[src/design/u16u8_pkg.sv]
// Package for the UTF-16 to UTF-8 transcoder: field widths, surrogate
// ranges, configuration register codes, the staged-item record and the encoder.
// No dependencies.
package u16u8_pkg;

  // Field and register widths
  localparam int UNIT_W      = 16;
  localparam int BYTE_W      = 8;
  localparam int TOTAL_W     = 24;
  localparam int CAP_W       = 24;
  localparam int COUNT_WIDTH = 24;
  localparam int CFG_INDEX_W = 1;
  localparam int CFG_DATA_W  = 24;
  localparam int CP_W        = 21;

  // Compare width: holds either count or capacity plus a few bytes
  localparam int CMP_W = ((COUNT_WIDTH > CAP_W) ? COUNT_WIDTH : CAP_W) + 1;

  // Bytes one item may produce: an unpaired held unit plus a 3-byte character
  localparam int JOB_SLOTS = 6;
  localparam int SLOT_W    = 3;

  // Configuration register indexes
  localparam logic [CFG_INDEX_W-1:0] CFG_REPLACE  = 1'b0;
  localparam logic [CFG_INDEX_W-1:0] CFG_CAPACITY = 1'b1;

  // Surrogate ranges and special code points
  localparam logic [UNIT_W-1:0] HIGH_SURR_MIN = 16'hD800;
  localparam logic [UNIT_W-1:0] HIGH_SURR_MAX = 16'hDBFF;
  localparam logic [UNIT_W-1:0] LOW_SURR_MIN  = 16'hDC00;
  localparam logic [UNIT_W-1:0] LOW_SURR_MAX  = 16'hDFFF;
  localparam logic [CP_W-1:0]   SUPP_BASE     = 21'h10000;
  localparam logic [CP_W-1:0]   REPLACEMENT   = 21'h0FFFD;
  localparam logic [CP_W-1:0]   MAX_ONE_BYTE  = 21'h0007F;
  localparam logic [CP_W-1:0]   MAX_TWO_BYTE  = 21'h007FF;
  localparam logic [CP_W-1:0]   MAX_BMP       = 21'h0FFFF;
  localparam logic [2:0]        UNPAIRED_SIZE = 3'd3;

  // One encoded character: byte count (0 for code point zero) and bytes
  typedef struct packed {
    logic [2:0]             size;
    logic [3:0][BYTE_W-1:0] b;
  } char_t;

  // One accepted item waiting to be sent out byte by byte
  typedef struct packed {
    logic [JOB_SLOTS-1:0][BYTE_W-1:0] bytes;
    logic [SLOT_W-1:0]                n;
    logic [SLOT_W-1:0]                emit;
    logic                             last;
    logic [COUNT_WIDTH-1:0]           base;
  } job_t;

  // One result beat
  typedef struct packed {
    logic [BYTE_W-1:0]  out_byte;
    logic               has_byte;
    logic               run_last;
    logic               region_done;
    logic [TOTAL_W-1:0] total_bytes;
  } result_t;

  // Encode a code point as UTF-8; bytes beyond size are zero
  function automatic char_t encode(input logic [CP_W-1:0] cp);
    char_t c;
    c = '0;
    if (cp == '0) begin
      c.size = 3'd0;
    end else if (cp <= MAX_ONE_BYTE) begin
      c.size = 3'd1;
      c.b[0] = {1'b0, cp[6:0]};
    end else if (cp <= MAX_TWO_BYTE) begin
      c.size = 3'd2;
      c.b[0] = {3'b110, cp[10:6]};
      c.b[1] = {2'b10, cp[5:0]};
    end else if (cp <= MAX_BMP) begin
      c.size = 3'd3;
      c.b[0] = {4'b1110, cp[15:12]};
      c.b[1] = {2'b10, cp[11:6]};
      c.b[2] = {2'b10, cp[5:0]};
    end else begin
      c.size = 3'd4;
      c.b[0] = {5'b11110, cp[20:18]};
      c.b[1] = {2'b10, cp[17:12]};
      c.b[2] = {2'b10, cp[11:6]};
      c.b[3] = {2'b10, cp[5:0]};
    end
    return c;
  endfunction

  // Region byte count as seen on the total_bytes field
  function automatic logic [TOTAL_W-1:0] to_total(input logic [COUNT_WIDTH-1:0] cnt);
    logic [CMP_W-1:0] wide;
    wide = CMP_W'(cnt);
    return wide[TOTAL_W-1:0];
  endfunction

endpackage

[src/design/u16u8_unit_if.sv]
// Input channel of the transcoder: one UTF-16 code unit per beat.
// Depends on u16u8_pkg for field widths.
interface u16u8_unit_if import u16u8_pkg::*; ();
  logic              valid;
  logic              ready;
  logic [UNIT_W-1:0] code_unit;
  logic              last_unit;

  modport source (output valid, code_unit, last_unit, input ready);
  modport sink   (input valid, code_unit, last_unit, output ready);
endinterface

[src/design/u16u8_byte_if.sv]
// Output channel of the transcoder: one UTF-8 byte or end marker per beat.
// Depends on u16u8_pkg for field widths.
interface u16u8_byte_if import u16u8_pkg::*; ();
  logic               valid;
  logic               ready;
  logic [BYTE_W-1:0]  out_byte;
  logic               has_byte;
  logic               run_last;
  logic               region_done;
  logic [TOTAL_W-1:0] total_bytes;

  modport source (output valid, out_byte, has_byte, run_last, region_done, total_bytes,
                  input ready);
  modport sink   (input valid, out_byte, has_byte, run_last, region_done, total_bytes,
                  output ready);
endinterface

[src/design/utf16_to_utf8_transcoder.sv]
// UTF-16 to UTF-8 transcoder, top level.
// Depends on u16u8_pkg, u16u8_unit_if and u16u8_byte_if.
//
// Usage:
//   units : valid/ready input, one UTF-16 code unit per beat, last_unit marks
//           the end of a region.
//   utf8  : valid/ready output, one UTF-8 byte per beat; the final beat of a
//           region has region_done set, and is a byteless marker (has_byte 0)
//           when the last unit produced nothing.
//   cfg_* : write port, index 0 selects U+FFFD for unpaired surrogates,
//           index 1 sets the per-region byte capacity. Write only while idle.
// Timing:
//   A unit is decoded at acceptance into a staging register that holds up to
//   six bytes; the bytes leave through an output register one per cycle
//   while utf8.ready is high. Between acceptance and the first result lie the
//   staging and output registers. A new unit is taken as the last beat of the
//   staged one loads. A high surrogate produces nothing until the next unit.
// Reset: rst clears the configuration to defaults, drops any held surrogate,
//   zeroes the byte count and empties both stages.
// Stall: with utf8.ready low the output register holds its beat; one more
//   unit can still be staged behind it before units.ready drops.
module utf16_to_utf8_transcoder import u16u8_pkg::*; (
  input  logic                   clk,
  input  logic                   rst,
  input  logic                   cfg_we,
  input  logic [CFG_INDEX_W-1:0] cfg_index,
  input  logic [CFG_DATA_W-1:0]  cfg_data,
  u16u8_unit_if.sink             units,
  u16u8_byte_if.source           utf8
);

  // Configuration registers
  logic             replace_unpaired;
  logic [CAP_W-1:0] out_capacity;

  // Region state
  logic [UNIT_W-1:0]      held_high;
  logic                   held_valid;
  logic [COUNT_WIDTH-1:0] bytes_written;

  // Staging and output stages
  job_t              job;
  logic              job_valid;
  logic [SLOT_W-1:0] job_idx;
  result_t           res;
  logic              res_valid;

  // Decode signals
  logic                   in_fire;
  logic                   is_high;
  logic                   is_low;
  logic                   pair;
  logic                   c1_on;
  logic [CP_W-1:0]        c1_cp;
  logic [CP_W-1:0]        c2_cp;
  char_t                  c1;
  char_t                  c2;
  logic [CMP_W-1:0]       bw_x;
  logic [CMP_W-1:0]       cap_x;
  logic                   fit1;
  logic                   fit2;
  logic [SLOT_W-1:0]      n1;
  logic [SLOT_W-1:0]      n2;
  job_t                   job_next;
  logic [COUNT_WIDTH-1:0] bytes_written_next;

  // Emission control
  logic    res_load;
  logic    job_final;
  result_t res_next;

  // Write configuration
  always_ff @(posedge clk) begin
    if (rst) begin
      replace_unpaired <= 1'b0;
      out_capacity     <= '1;
    end else if (cfg_we) begin
      unique case (cfg_index)
        CFG_REPLACE:  replace_unpaired <= cfg_data[0];
        CFG_CAPACITY: out_capacity     <= cfg_data[CAP_W-1:0];
        default: ;
      endcase
    end
  end

  // Classify the incoming unit and pick up to two characters
  always_comb begin
    is_high = (units.code_unit >= HIGH_SURR_MIN) && (units.code_unit <= HIGH_SURR_MAX);
    is_low  = (units.code_unit >= LOW_SURR_MIN) && (units.code_unit <= LOW_SURR_MAX);
    pair    = held_valid && is_low;
    c1_on   = held_valid && !is_low;
    c1_cp   = replace_unpaired ? REPLACEMENT : CP_W'(held_high);

    if (pair) begin
      c2_cp = CP_W'({held_high[9:0], units.code_unit[9:0]}) + SUPP_BASE;
    end else if (is_high && !units.last_unit) begin
      c2_cp = '0;
    end else if ((is_high || is_low) && replace_unpaired) begin
      c2_cp = REPLACEMENT;
    end else begin
      c2_cp = CP_W'(units.code_unit);
    end

    c1 = encode(c1_cp);
    c2 = encode(c2_cp);
  end

  // Check capacity for both characters in parallel and pack the bytes
  always_comb begin
    bw_x  = CMP_W'(bytes_written);
    cap_x = CMP_W'(out_capacity);
    fit1  = c1_on && (bw_x + CMP_W'(UNPAIRED_SIZE) <= cap_x);
    if (fit1) begin
      fit2 = (c2.size != 3'd0) &&
             (bw_x + CMP_W'(UNPAIRED_SIZE) + CMP_W'(c2.size) <= cap_x);
    end else begin
      fit2 = (c2.size != 3'd0) && (bw_x + CMP_W'(c2.size) <= cap_x);
    end
    n1 = fit1 ? SLOT_W'(UNPAIRED_SIZE) : '0;
    n2 = fit2 ? SLOT_W'(c2.size) : '0;

    job_next = '0;
    if (fit1) begin
      job_next.bytes[0] = c1.b[0];
      job_next.bytes[1] = c1.b[1];
      job_next.bytes[2] = c1.b[2];
      if (fit2) begin
        job_next.bytes[3] = c2.b[0];
        job_next.bytes[4] = c2.b[1];
        job_next.bytes[5] = c2.b[2];
      end
    end else if (fit2) begin
      job_next.bytes[0] = c2.b[0];
      job_next.bytes[1] = c2.b[1];
      job_next.bytes[2] = c2.b[2];
      job_next.bytes[3] = c2.b[3];
    end
    job_next.n    = n1 + n2;
    job_next.emit = ((job_next.n == '0) && units.last_unit) ? SLOT_W'(1) : job_next.n;
    job_next.last = units.last_unit;
    job_next.base = bytes_written;

    bytes_written_next = units.last_unit ? '0 : bytes_written + COUNT_WIDTH'(job_next.n);
  end

  // Handshake between the stages
  assign res_load    = job_valid && (!res_valid || utf8.ready);
  assign job_final   = (job_idx == job.emit - SLOT_W'(1));
  assign units.ready = !job_valid || (res_load && job_final);
  assign in_fire     = units.valid && units.ready;

  // Advance region state on each accepted unit
  always_ff @(posedge clk) begin
    if (rst) begin
      held_high     <= '0;
      held_valid    <= 1'b0;
      bytes_written <= '0;
    end else if (in_fire) begin
      bytes_written <= bytes_written_next;
      if (units.last_unit) begin
        held_high  <= '0;
        held_valid <= 1'b0;
      end else if (is_high && !pair) begin
        held_high  <= units.code_unit;
        held_valid <= 1'b1;
      end else begin
        held_valid <= 1'b0;
      end
    end
  end

  // Stage the item; drop it at once when it makes no beat
  always_ff @(posedge clk) begin
    if (rst) begin
      job_valid <= 1'b0;
      job_idx   <= '0;
    end else if (in_fire) begin
      job_valid <= (job_next.emit != '0);
      job_idx   <= '0;
    end else if (res_load && job_final) begin
      job_valid <= 1'b0;
    end else if (res_load) begin
      job_idx <= job_idx + SLOT_W'(1);
    end
  end

  always_ff @(posedge clk) begin
    if (in_fire) begin
      job <= job_next;
    end
  end

  // Form the next result beat from the staged item
  always_comb begin
    res_next.has_byte    = (job.n != '0);
    res_next.out_byte    = res_next.has_byte ? job.bytes[job_idx] : '0;
    res_next.run_last    = job_final;
    res_next.region_done = job.last && job_final;
    res_next.total_bytes = res_next.has_byte ?
                           to_total(job.base + COUNT_WIDTH'(job_idx) + COUNT_WIDTH'(1)) :
                           to_total(job.base);
  end

  // Output register
  always_ff @(posedge clk) begin
    if (rst) begin
      res_valid <= 1'b0;
    end else if (res_load) begin
      res_valid <= 1'b1;
    end else if (utf8.ready) begin
      res_valid <= 1'b0;
    end
  end

  always_ff @(posedge clk) begin
    if (res_load) begin
      res <= res_next;
    end
  end

  assign utf8.valid       = res_valid;
  assign utf8.out_byte    = res.out_byte;
  assign utf8.has_byte    = res.has_byte;
  assign utf8.run_last    = res.run_last;
  assign utf8.region_done = res.region_done;
  assign utf8.total_bytes = res.total_bytes;

`ifndef ASSERT_OFF
  // Staged index never runs past the beats of its item
  a_idx_range: assert property (@(posedge clk) disable iff (rst)
    job_valid |-> (job_idx < job.emit))
    else $error("staged index beyond item beat count");

  // Region end is always the last beat of its unit
  a_done_last: assert property (@(posedge clk) disable iff (rst)
    res_valid && res.region_done |-> res.run_last)
    else $error("region_done without run_last");

  // A byteless beat only closes a region
  a_byteless: assert property (@(posedge clk) disable iff (rst)
    res_valid && !res.has_byte |-> res.region_done && res.run_last)
    else $error("byteless beat outside region end");

  // A last unit clears the held surrogate and the byte count
  a_region_clear: assert property (@(posedge clk) disable iff (rst)
    units.valid && units.ready && units.last_unit |=> !held_valid && (bytes_written == '0))
    else $error("region state not cleared after last unit");
`endif

endmodule

[src/flat_wrapper.sv]
// flat-port wrapper written by rule: the top's interface ports become plain ports
module utf16_to_utf8_transcoder_flat import u16u8_pkg::*;
  (clk, rst, cfg_we, cfg_index, cfg_data, units_valid, units_code_unit, units_last_unit, units_ready, utf8_valid, utf8_out_byte, utf8_has_byte, utf8_run_last, utf8_region_done, utf8_total_bytes, utf8_ready);
  u16u8_unit_if units_i ();
  u16u8_byte_if utf8_i ();
  input  logic clk;
  input  logic rst;
  input  logic cfg_we;
  input  logic [CFG_INDEX_W-1:0] cfg_index;
  input  logic [CFG_DATA_W-1:0] cfg_data;
  input wire logic [$bits(units_i.valid)-1:0] units_valid;
  input wire logic [$bits(units_i.code_unit)-1:0] units_code_unit;
  input wire logic [$bits(units_i.last_unit)-1:0] units_last_unit;
  output wire logic [$bits(units_i.ready)-1:0] units_ready;
  output wire logic [$bits(utf8_i.valid)-1:0] utf8_valid;
  output wire logic [$bits(utf8_i.out_byte)-1:0] utf8_out_byte;
  output wire logic [$bits(utf8_i.has_byte)-1:0] utf8_has_byte;
  output wire logic [$bits(utf8_i.run_last)-1:0] utf8_run_last;
  output wire logic [$bits(utf8_i.region_done)-1:0] utf8_region_done;
  output wire logic [$bits(utf8_i.total_bytes)-1:0] utf8_total_bytes;
  input wire logic [$bits(utf8_i.ready)-1:0] utf8_ready;
  assign units_i.valid = units_valid;
  assign units_i.code_unit = units_code_unit;
  assign units_i.last_unit = units_last_unit;
  assign units_ready = units_i.ready;
  assign utf8_valid = utf8_i.valid;
  assign utf8_out_byte = utf8_i.out_byte;
  assign utf8_has_byte = utf8_i.has_byte;
  assign utf8_run_last = utf8_i.run_last;
  assign utf8_region_done = utf8_i.region_done;
  assign utf8_total_bytes = utf8_i.total_bytes;
  assign utf8_i.ready = utf8_ready;
  utf16_to_utf8_transcoder u_core (.clk(clk), .rst(rst), .cfg_we(cfg_we), .cfg_index(cfg_index), .cfg_data(cfg_data), .units(units_i), .utf8(utf8_i));
endmodule
[config.mk]
export PLATFORM = sky130hd
export DESIGN_NAME = utf16_to_utf8_transcoder_flat
export DESIGN_NICKNAME = d
export VERILOG_FILES = /design/src/design/u16u8_pkg.sv /design/src/design/u16u8_unit_if.sv /design/src/design/u16u8_byte_if.sv /design/src/design/utf16_to_utf8_transcoder.sv /design/src/flat_wrapper.sv
export SDC_FILE = /design/constraint.sdc
export NUM_CORES = 1
export LEC_CHECK = 0
export BUFFER_PORTS_ARGS = -buffer_cell sky130_fd_sc_hd__buf_2
export CAP_MARGIN = 15
export CELL_PAD_IN_SITES_DETAIL_PLACEMENT = 1
export CELL_PAD_IN_SITES_GLOBAL_PLACEMENT = 1
export CORE_ASPECT_RATIO = 0.9
export CORE_MARGIN = 3
export CORE_UTILIZATION = 30
export CTS_BUF_LIST = sky130_fd_sc_hd__clkbuf_2 sky130_fd_sc_hd__clkbuf_4 sky130_fd_sc_hd__clkbuf_8
export CTS_CLUSTER_DIAMETER = 150
export DETAILED_ROUTE_END_ITERATION = 10
export PLACE_DENSITY = 0.61
export SLEW_MARGIN = 5
export SYNTH_ARGS = -nofsm -noshare
export SYNTH_HDL_FRONTEND = slang
export SYNTH_SLANG_ARGS = --single-unit
export TNS_END_PERCENT = 50
[constraint.sdc]
create_clock -name clk -period 11.4 [get_ports clk]
set_input_delay 1.14 -clock clk [delete_from_list [all_inputs] [get_ports clk]]
set_output_delay 1.14 -clock clk [all_outputs]
set_load 0.01 [all_outputs]
==> impl_results.md, run 1 <==
* Async S/R FF share, synth at 0
* Final GP Congestion at about 0.9
* Proportion of layout cells with a drive suffix above 1 at 0.117
* Post-route DRC at 0
* Hold_buf cts at 0
* WP data required at 11.82 ns
* Vias in the first global route at 9,769
* Tmin final at roughly 10 ns
* Resize count post-CTS at 0
* Hold crit path type: reg2reg
* Remaining Overflow, GRT at 0
* Fmax achieved at 98.4 MHz
* CTS clk-pin slew, worst paths at about 0.12 ns
* Chip width at around 210 µm
* Final count of pins violating max slew at 0
* Initial antenna violation count at 1
* CTS root buf: clkbuf_8
* Area Growth Syn to Fin at 12.0%
* Setup CP Type: in2reg
* DRT Pass-1 Iters at 6
* Iteration-0 DRC Markers at 541
* Max-Cap Viols at 0
* Total Wirelength at around 36 mm
* Synth area leader: edfxtp_1
* Dpl hpwl at 29.0 mm
* First-pass GRT wire length at 57.8 mm
* Utilization after layout at 0.346
* Most frequent cells in the layout: nor2_1, edfxtp_1, nand2_1
* Die height at 193 µm
* Synth cell types at 82
* Post-CTS setup repair buffer count at 0
* Worst skew pair latency at 0.50 ns
* Yosys reg bits at 180
* Commonest non-fill, non-tap cell in the layout: nor2_1
* Global Route Usage Sum at 0.175
* CP max FO at 12
* Syn_nets at 1,383
* Htree depth at 4
* Crit. Startpoint: units_code_unit[11]
* CTS tree: yes
* TNS Setup at 0 ns
* Clk sinks at 180
* Critical-path top delay cell: a211o_1
* Die area at 0.0414 mm²
* Slew Limit Headroom at 0.332
* RSZ-0062 raised after global routing: no
* Leak at 5.44 nW
* Post-Syn Instances at about 1,200
* Via count at just under 10,000
* Clk_skew at 0.0202 ns
* Rows at 67
* Peak VDD IR at 0.0696 mV
* Clock Path Buffers at 2
* Pwr Density at 106 mW/mm²
* Dominant cells by area after synthesis: edfxtp_1, dfxtp_1, ha_1, xnor2_1, nor2_1
* Outcome: completed
* Top Ports at 84
* Via density at roughly 5.3
* Count of input and output buffers at 83
* Reg2reg start: u_core.held_high[6]
* Routed length per instance at 19.8 µm
* CP Capture Type: flip-flop
* Core area at 0.0379 mm²
* Synth warnings at 0
* Sequential area share after synthesis at 0.401
* Yosys top cell area share at 0.280
* Fin. Hold Viols at 0
* Ys flop type: edfxtp_1
* CP arrival at approximately 11 ns
* Final net count at 1,440
* Slowest Stage Delay on Critical Path at 0.47 ns
* Antenna viol nets, final at 0
* Startpoint Class: primary input
* Mapped Area at approximately 0.012 mm²
* Hold Startpoint: u_core.held_high[11]
* Post-synth EDFFs at between 100 and 150
* Worst-Margin Slew at roughly 1.0 ns
* Syn Area/Cell at roughly 9.4 µm²
* Filler Cells Inserted at around 4,400
* Most used cell, CP: nor2_1
* Initial Util at 0.309
* Crit share post-route at 0.891
* Setup Viol. Count Final at 0
* Largest net degree at the start of global routing at 60
* Total CTS buffers at 17
[kinds of logic after synthesis]
| logic type | share of synthesized area |
|---|---|
| buf+inv | 0.0437 |
| simple gates | 0.196 |
| flops | 0.401 |
| fa+ha+maj | 0.103 |
| xor+xnor | 0.0799 |
| compound gates | 0.156 |
| mux | 0.0202 |
[worst max-delay path: cells and delay by family]
kind | cells | cell delay (ns)
AO/OA/AOI/OAI | 9 | 2.16
buffers and inverters | 6 | 0.78
adder cells (fa/ha/maj) | 6 | 1.85
AND/OR/NAND/NOR | 18 | 4.16
XOR/XNOR | 2 | 0.48
[cell usage after synthesis, drive strengths merged, types with 4 or more instances]
cell type	number
or4	7
o21a	6
ha	87
a22o	12
nand3b	4
nor4	12
a21o	15
fa	5
a31oi	10
and4	9
o31ai	9
o21ai	41
mux2i	9
nor2b	10
nor3b	4
xor2	36
mux4	6
buf	13
a21oi	55
or3	15
and2	9
nor3	26
a211o	28
and3	41
o221ai	5
a41oi	4
edfxtp	109
nand3	38
inv	73
nand2b	6
nand2	106
o211ai	5
dfxtp	71
a22oi	11
a211oi	7
or2	6
nand4	25
nor2	126
o22ai	24
o32ai	5
a2111oi	4
xnor2	68
clkbuf	46
[routing by layer]
| layer | GRT usage | part of all wire |
|---|---|---|
| met1 | 0.273 | 0.54 |
| met2 | 0.251 | 0.41 |
| met3 | 0.0306 | 0.043 |
| met4 | 0.0347 | 0.0093 |
| met5 | 0 | 0 |
[sequential cells by signal, summed over array words and instances (netlist names)]
name / count
u_core.held_valid: 1
u_core.job_valid: 1
u_core.bytes_written: 24
u_core.utf8.run_last: 1
u_core.utf8.out_byte: 8
u_core.utf8.has_byte: 1
u_core.utf8.region_done: 1
u_core.held_high: 16
u_core.replace_unpaired: 1
u_core.utf8.valid: 1
u_core.utf8.total_bytes: 24
u_core.job_idx: 3
u_core.out_capacity: 24
u_core.job: 74
[report_power, final]
| group | switching (mW) | internal [mW] | leakage (nW) |
|---|---|---|---|
| clock network | 0.278 | 0.217 | 0.228 |
| registers | 0.0148 | 0.720 | 1.61 |
| logic | 0.102 | 0.0615 | 3.60 |
| total | 0.394 | 0.999 | 5.44 |
[worst paths after layout]
path	to	slack (ns)	depth (start not counted)
worst min-delay path	u_core.held_high[11]	0.47	1
worst max-delay path	u_core.bytes_written[22]	1.24	41
worst max register to register	u_core.bytes_written[22]	1.46	41
worst min register to register	u_core.held_high[11]	0.47	1
[stage by stage]
| stage | instance area (µm²) | std cells | setup slack, ns | power [mW] | hold WS, ns |
|---|---|---|---|---|---|
| global route | 13100 | 1833 | 0.339 | 1.46 | 0.492 |
| finish | 13100 | 1833 | 1.24 | 1.39 | 0.474 |
| global placement | 12600 | 1799 | 0.757 | 0.910 | 0.439 |
| floorplan | 11700 | 1244 | 2.13 | 0.852 | 0.403 |
| detailed placement | 12600 | 1799 | 0.659 | 0.915 | 0.447 |
| CTS | 13100 | 1831 | 1.20 | 1.41 | 0.476 |
[layout make-up]
class,count,area [µm²],share of cell area
multi-input cells,931,6510,0.497
inverters,74,278,0.0212
well taps,517,647,0.0494
repair buffers,97,520,0.0397
diodes,2,5.00,0.000382
flip-flops and latches,180,4690,0.358
clock buffers,18,248,0.0189
clock inverters,14,205,0.0157
Note: power is estimated with default switching activity, not from simulation.
==> run 2: changes to the inputs <==
- BUFFER_PORTS_ARGS: -buffer_cell sky130_fd_sc_hd__buf_2 -> not set
- DONT_BUFFER_PORTS: not set -> 1
- GPL_ROUTABILITY_DRIVEN: not set -> 1
- PLACE_DENSITY: 0.61 -> 0.59
- clock period: 11.4 -> 10.1 ns (I/O delays scaled with it)
==> run 2 against run 1 <==
  * Worst hold slack lost 0.0046 ns
  * First-iteration DRC count is 13% higher
  * Wire length up 0.19%
  * Non-clock buffer count decreased by 78
  * Clock-buffer cell count decreased by 1
  * Register-to-register slack lost 0.59 ns
  * Final cell count decreased by 4.4%
  * Worst setup slack got worse by 0.38 ns
  * Critical path depth shrank 2
  * Global-route usage is 0.069 points lower
  * Flip-flop and latch count unchanged
  * Critical endpoint is now u_core.bytes_written[20]
  * Largest cell class unchanged
  * Highest routed layer unchanged
==> impl_results.md, run 2 (synthesized netlist as in run 1, its figures left out) <==
* Clk_skew at 0.0177 ns (-0.00249 ns)
* Slowest Stage Delay on Critical Path at 1.05 ns (+0.58 ns)
* Remaining Overflow, GRT at 0 (unchanged)
* Worst reg2reg setup slack at 0.87 ns (-0.59 ns)
* N_diodes at 0 (-2)
* Reg2reg start: u_core.held_high[6]
* Top Ports at 84 (unchanged)
* Initial Util at 0.309 (unchanged)
* Worst skew pair latency at 0.49 ns (about the same)
* Via density at 5.34 (+1.4%)
* Worst-Margin Slew at 1.16 ns (+0.162 ns)
* WP data required at 10.52 ns (-1.30 ns)
* Area of the multi-input gates at 0.00652 mm² (about the same)
* Via count at 9,360 (-3.1%)
* Placement Setup Slack at 0.0178 ns (-0.641 ns)
* TNS Setup at 0 ns (unchanged)
* Clock Path Buffers at 2 (unchanged)
* CTS tree: yes
* Total Wirelength at 36.3 mm (+0.19%)
* Max-Cap Viols at 0 (unchanged)
* Routed length per instance at 20.7 µm (+4.8%)
* Layout Cells excl Fill at 1,752 (-4.4%)
* End point of the critical path: u_core.bytes_written[20]
* Iteration-0 DRC Markers at 613 (+13%)
* Largest net degree at the start of global routing at 57 (-5.0%)
* CP Capture Type: flip-flop
* Fin. Hold Viols at 0 (unchanged)
* DRT Pass-1 Iters at 5 (-1)
* Core area at 0.0379 mm² (unchanged)
* Count of input and output buffers at 0 (-100%)
* Register area at 0.00469 mm² (unchanged)
* Tmin final at 9.24 ns
* WHS at 0.469 ns (-0.00458 ns)
* Vias in the first global route at 9,430 (-3.5%)
* Dpl cells at 1,720 (-4.4%)
* Reg with most FFs: u_core.job
* Startpoint Class: primary input
* CP arrival at 9.66 ns (-0.93 ns)
* Setup Viol. Count Final at 0 (unchanged)
* Pwr Total at 1.52 mW (+9.2%)
* Initial antenna violation count at 0 (-1)
* Most used cell, CP: nor2_1
* Hold_buf cts at 0 (unchanged)
* Antenna viol nets, final at 0 (unchanged)
* Rows at 67 (unchanged)
* CTS root buf: clkbuf_8
* Critical-path top delay cell: nor4_1
* RSZ-0062 raised after global routing: no
* Chip width at 214 µm (unchanged)
* Area Growth Syn to Fin at 8.62%
* Post-route DRC at 0 (unchanged)
* Max reg flops at 74 (unchanged)
* Setup CP Type: in2reg
* Peak VDD IR at 0.0862 mV (+24%)
* Most frequent cells in the layout: nor2_1, edfxtp_1, nand2_1
* CP max FO at 15 (+3)
* First-pass GRT wire length at 56.8 mm (-1.7%)
* Proportion of layout cells with a drive suffix above 1 at 0.0615 (-0.0557)
* Hold crit path type: reg2reg
* Total CTS buffers at 17 (unchanged)
* Crit share post-route at 0.915
* Clk sinks at 180 (unchanged)
* Leak at 5.12 nW (-5.7%)
* CTS clk-pin slew, worst paths at 0.11 ns (about the same)
* Worst reg2reg path depth at 40 (-2.4%)
* Pwr Density at 120 mW/mm² (+13%)
* Final count of pins violating max slew at 0 (unchanged)
* Slew Limit Headroom at 0.219 (-0.114)
* Outcome: completed
* Global Route Usage Sum at 0.174 (-0.000692)
* Dpl hpwl at 28.9 mm (-0.28%)
* Filler Cells Inserted at 4,390 (-0.99%)
* Crit. Startpoint: units_code_unit[12]
* Die area at 0.0414 mm² (unchanged)
* R2r endpoint: u_core.bytes_written[20]
* Final net count at 1,362 (-5.4%)
* Setup ws final at 0.857 ns (-0.380 ns)
* Commonest non-fill, non-tap cell in the layout: nor2_1
* Die height at 193 µm (unchanged)
* Final GP Congestion at 0.924 (+2.9%)
* Fmax achieved at 108 MHz
* Htree depth at 4 (unchanged)
## run 2: changes by cell type in the layout (fill, tap and decap cells not counted), sizes merged
cell / delta
buf: -78
clkbuf: -1
clkinv: +1
diode: -2
inv: -1
## run 2: power by group
group,leakage [nW],switching [mW],internal (mW)
logic,3.30,0.0990,0.0598
clock network,0.214,0.295,0.231
registers,1.61,0.0219,0.814
## run 2: worst min path at each step
stage	start	endpoint	slack, ns	depth (start not counted)
final	u_core.held_high[11]	u_core.held_high[11]	0.47	1
after global routing	u_core.out_capacity[18]	u_core.out_capacity[18]	0.48	1
after CTS	u_core.out_capacity[18]	u_core.out_capacity[18]	0.48	1
after detailed placement	u_core.held_high[11]	u_core.held_high[11]	0.45	1
after global placement	u_core.held_high[11]	u_core.held_high[11]	0.44	1
after floorplan	u_core.bytes_written[5]	u_core.job[5]	0.40	0
## run 2: metal layers
layer / GRT usage / vias up / part of all wire
met1: 0.270 / 4587 / 0.52
met3: 0.0370 / 22 / 0.060
met5: 0 / - / 0
met4: 0.0367 / 0 / 0.011
li1: - / 4528 / -
met2: 0.247 / 223 / 0.41
## run 2: final cells by class
type | count | share of cell area
multi-input cells | 931 | 0.512
repair buffers | 19 | 0.0122
clock inverters | 14 | 0.0149
clock buffers | 17 | 0.0184
inverters | 74 | 0.0219
flip-flops and latches | 180 | 0.369
well taps | 517 | 0.0509
## run 2: worst max-delay path: cells and delay by family
kind	cells	cell delay (ns)
adders and majority gates	5	1.30
buffers and inverters	5	0.67
xor gates and xnor gates	2	0.40
AOI/OAI and AO/OA	12	2.46
and+or+nand+nor	15	3.79
## run 2: stage by stage
step	utilization	instance area, µm²
after global routing	0.335	12700
final	0.335	12700
after global placement	0.323	12300
after floorplan	-	11700
after detailed placement	0.324	12300
after CTS	0.335	12700
## run 2: repair_timing
action,CTS,global route
resized for setup,0,1
buffers inserted,0,0
endpoints found under the setup margin,0,10
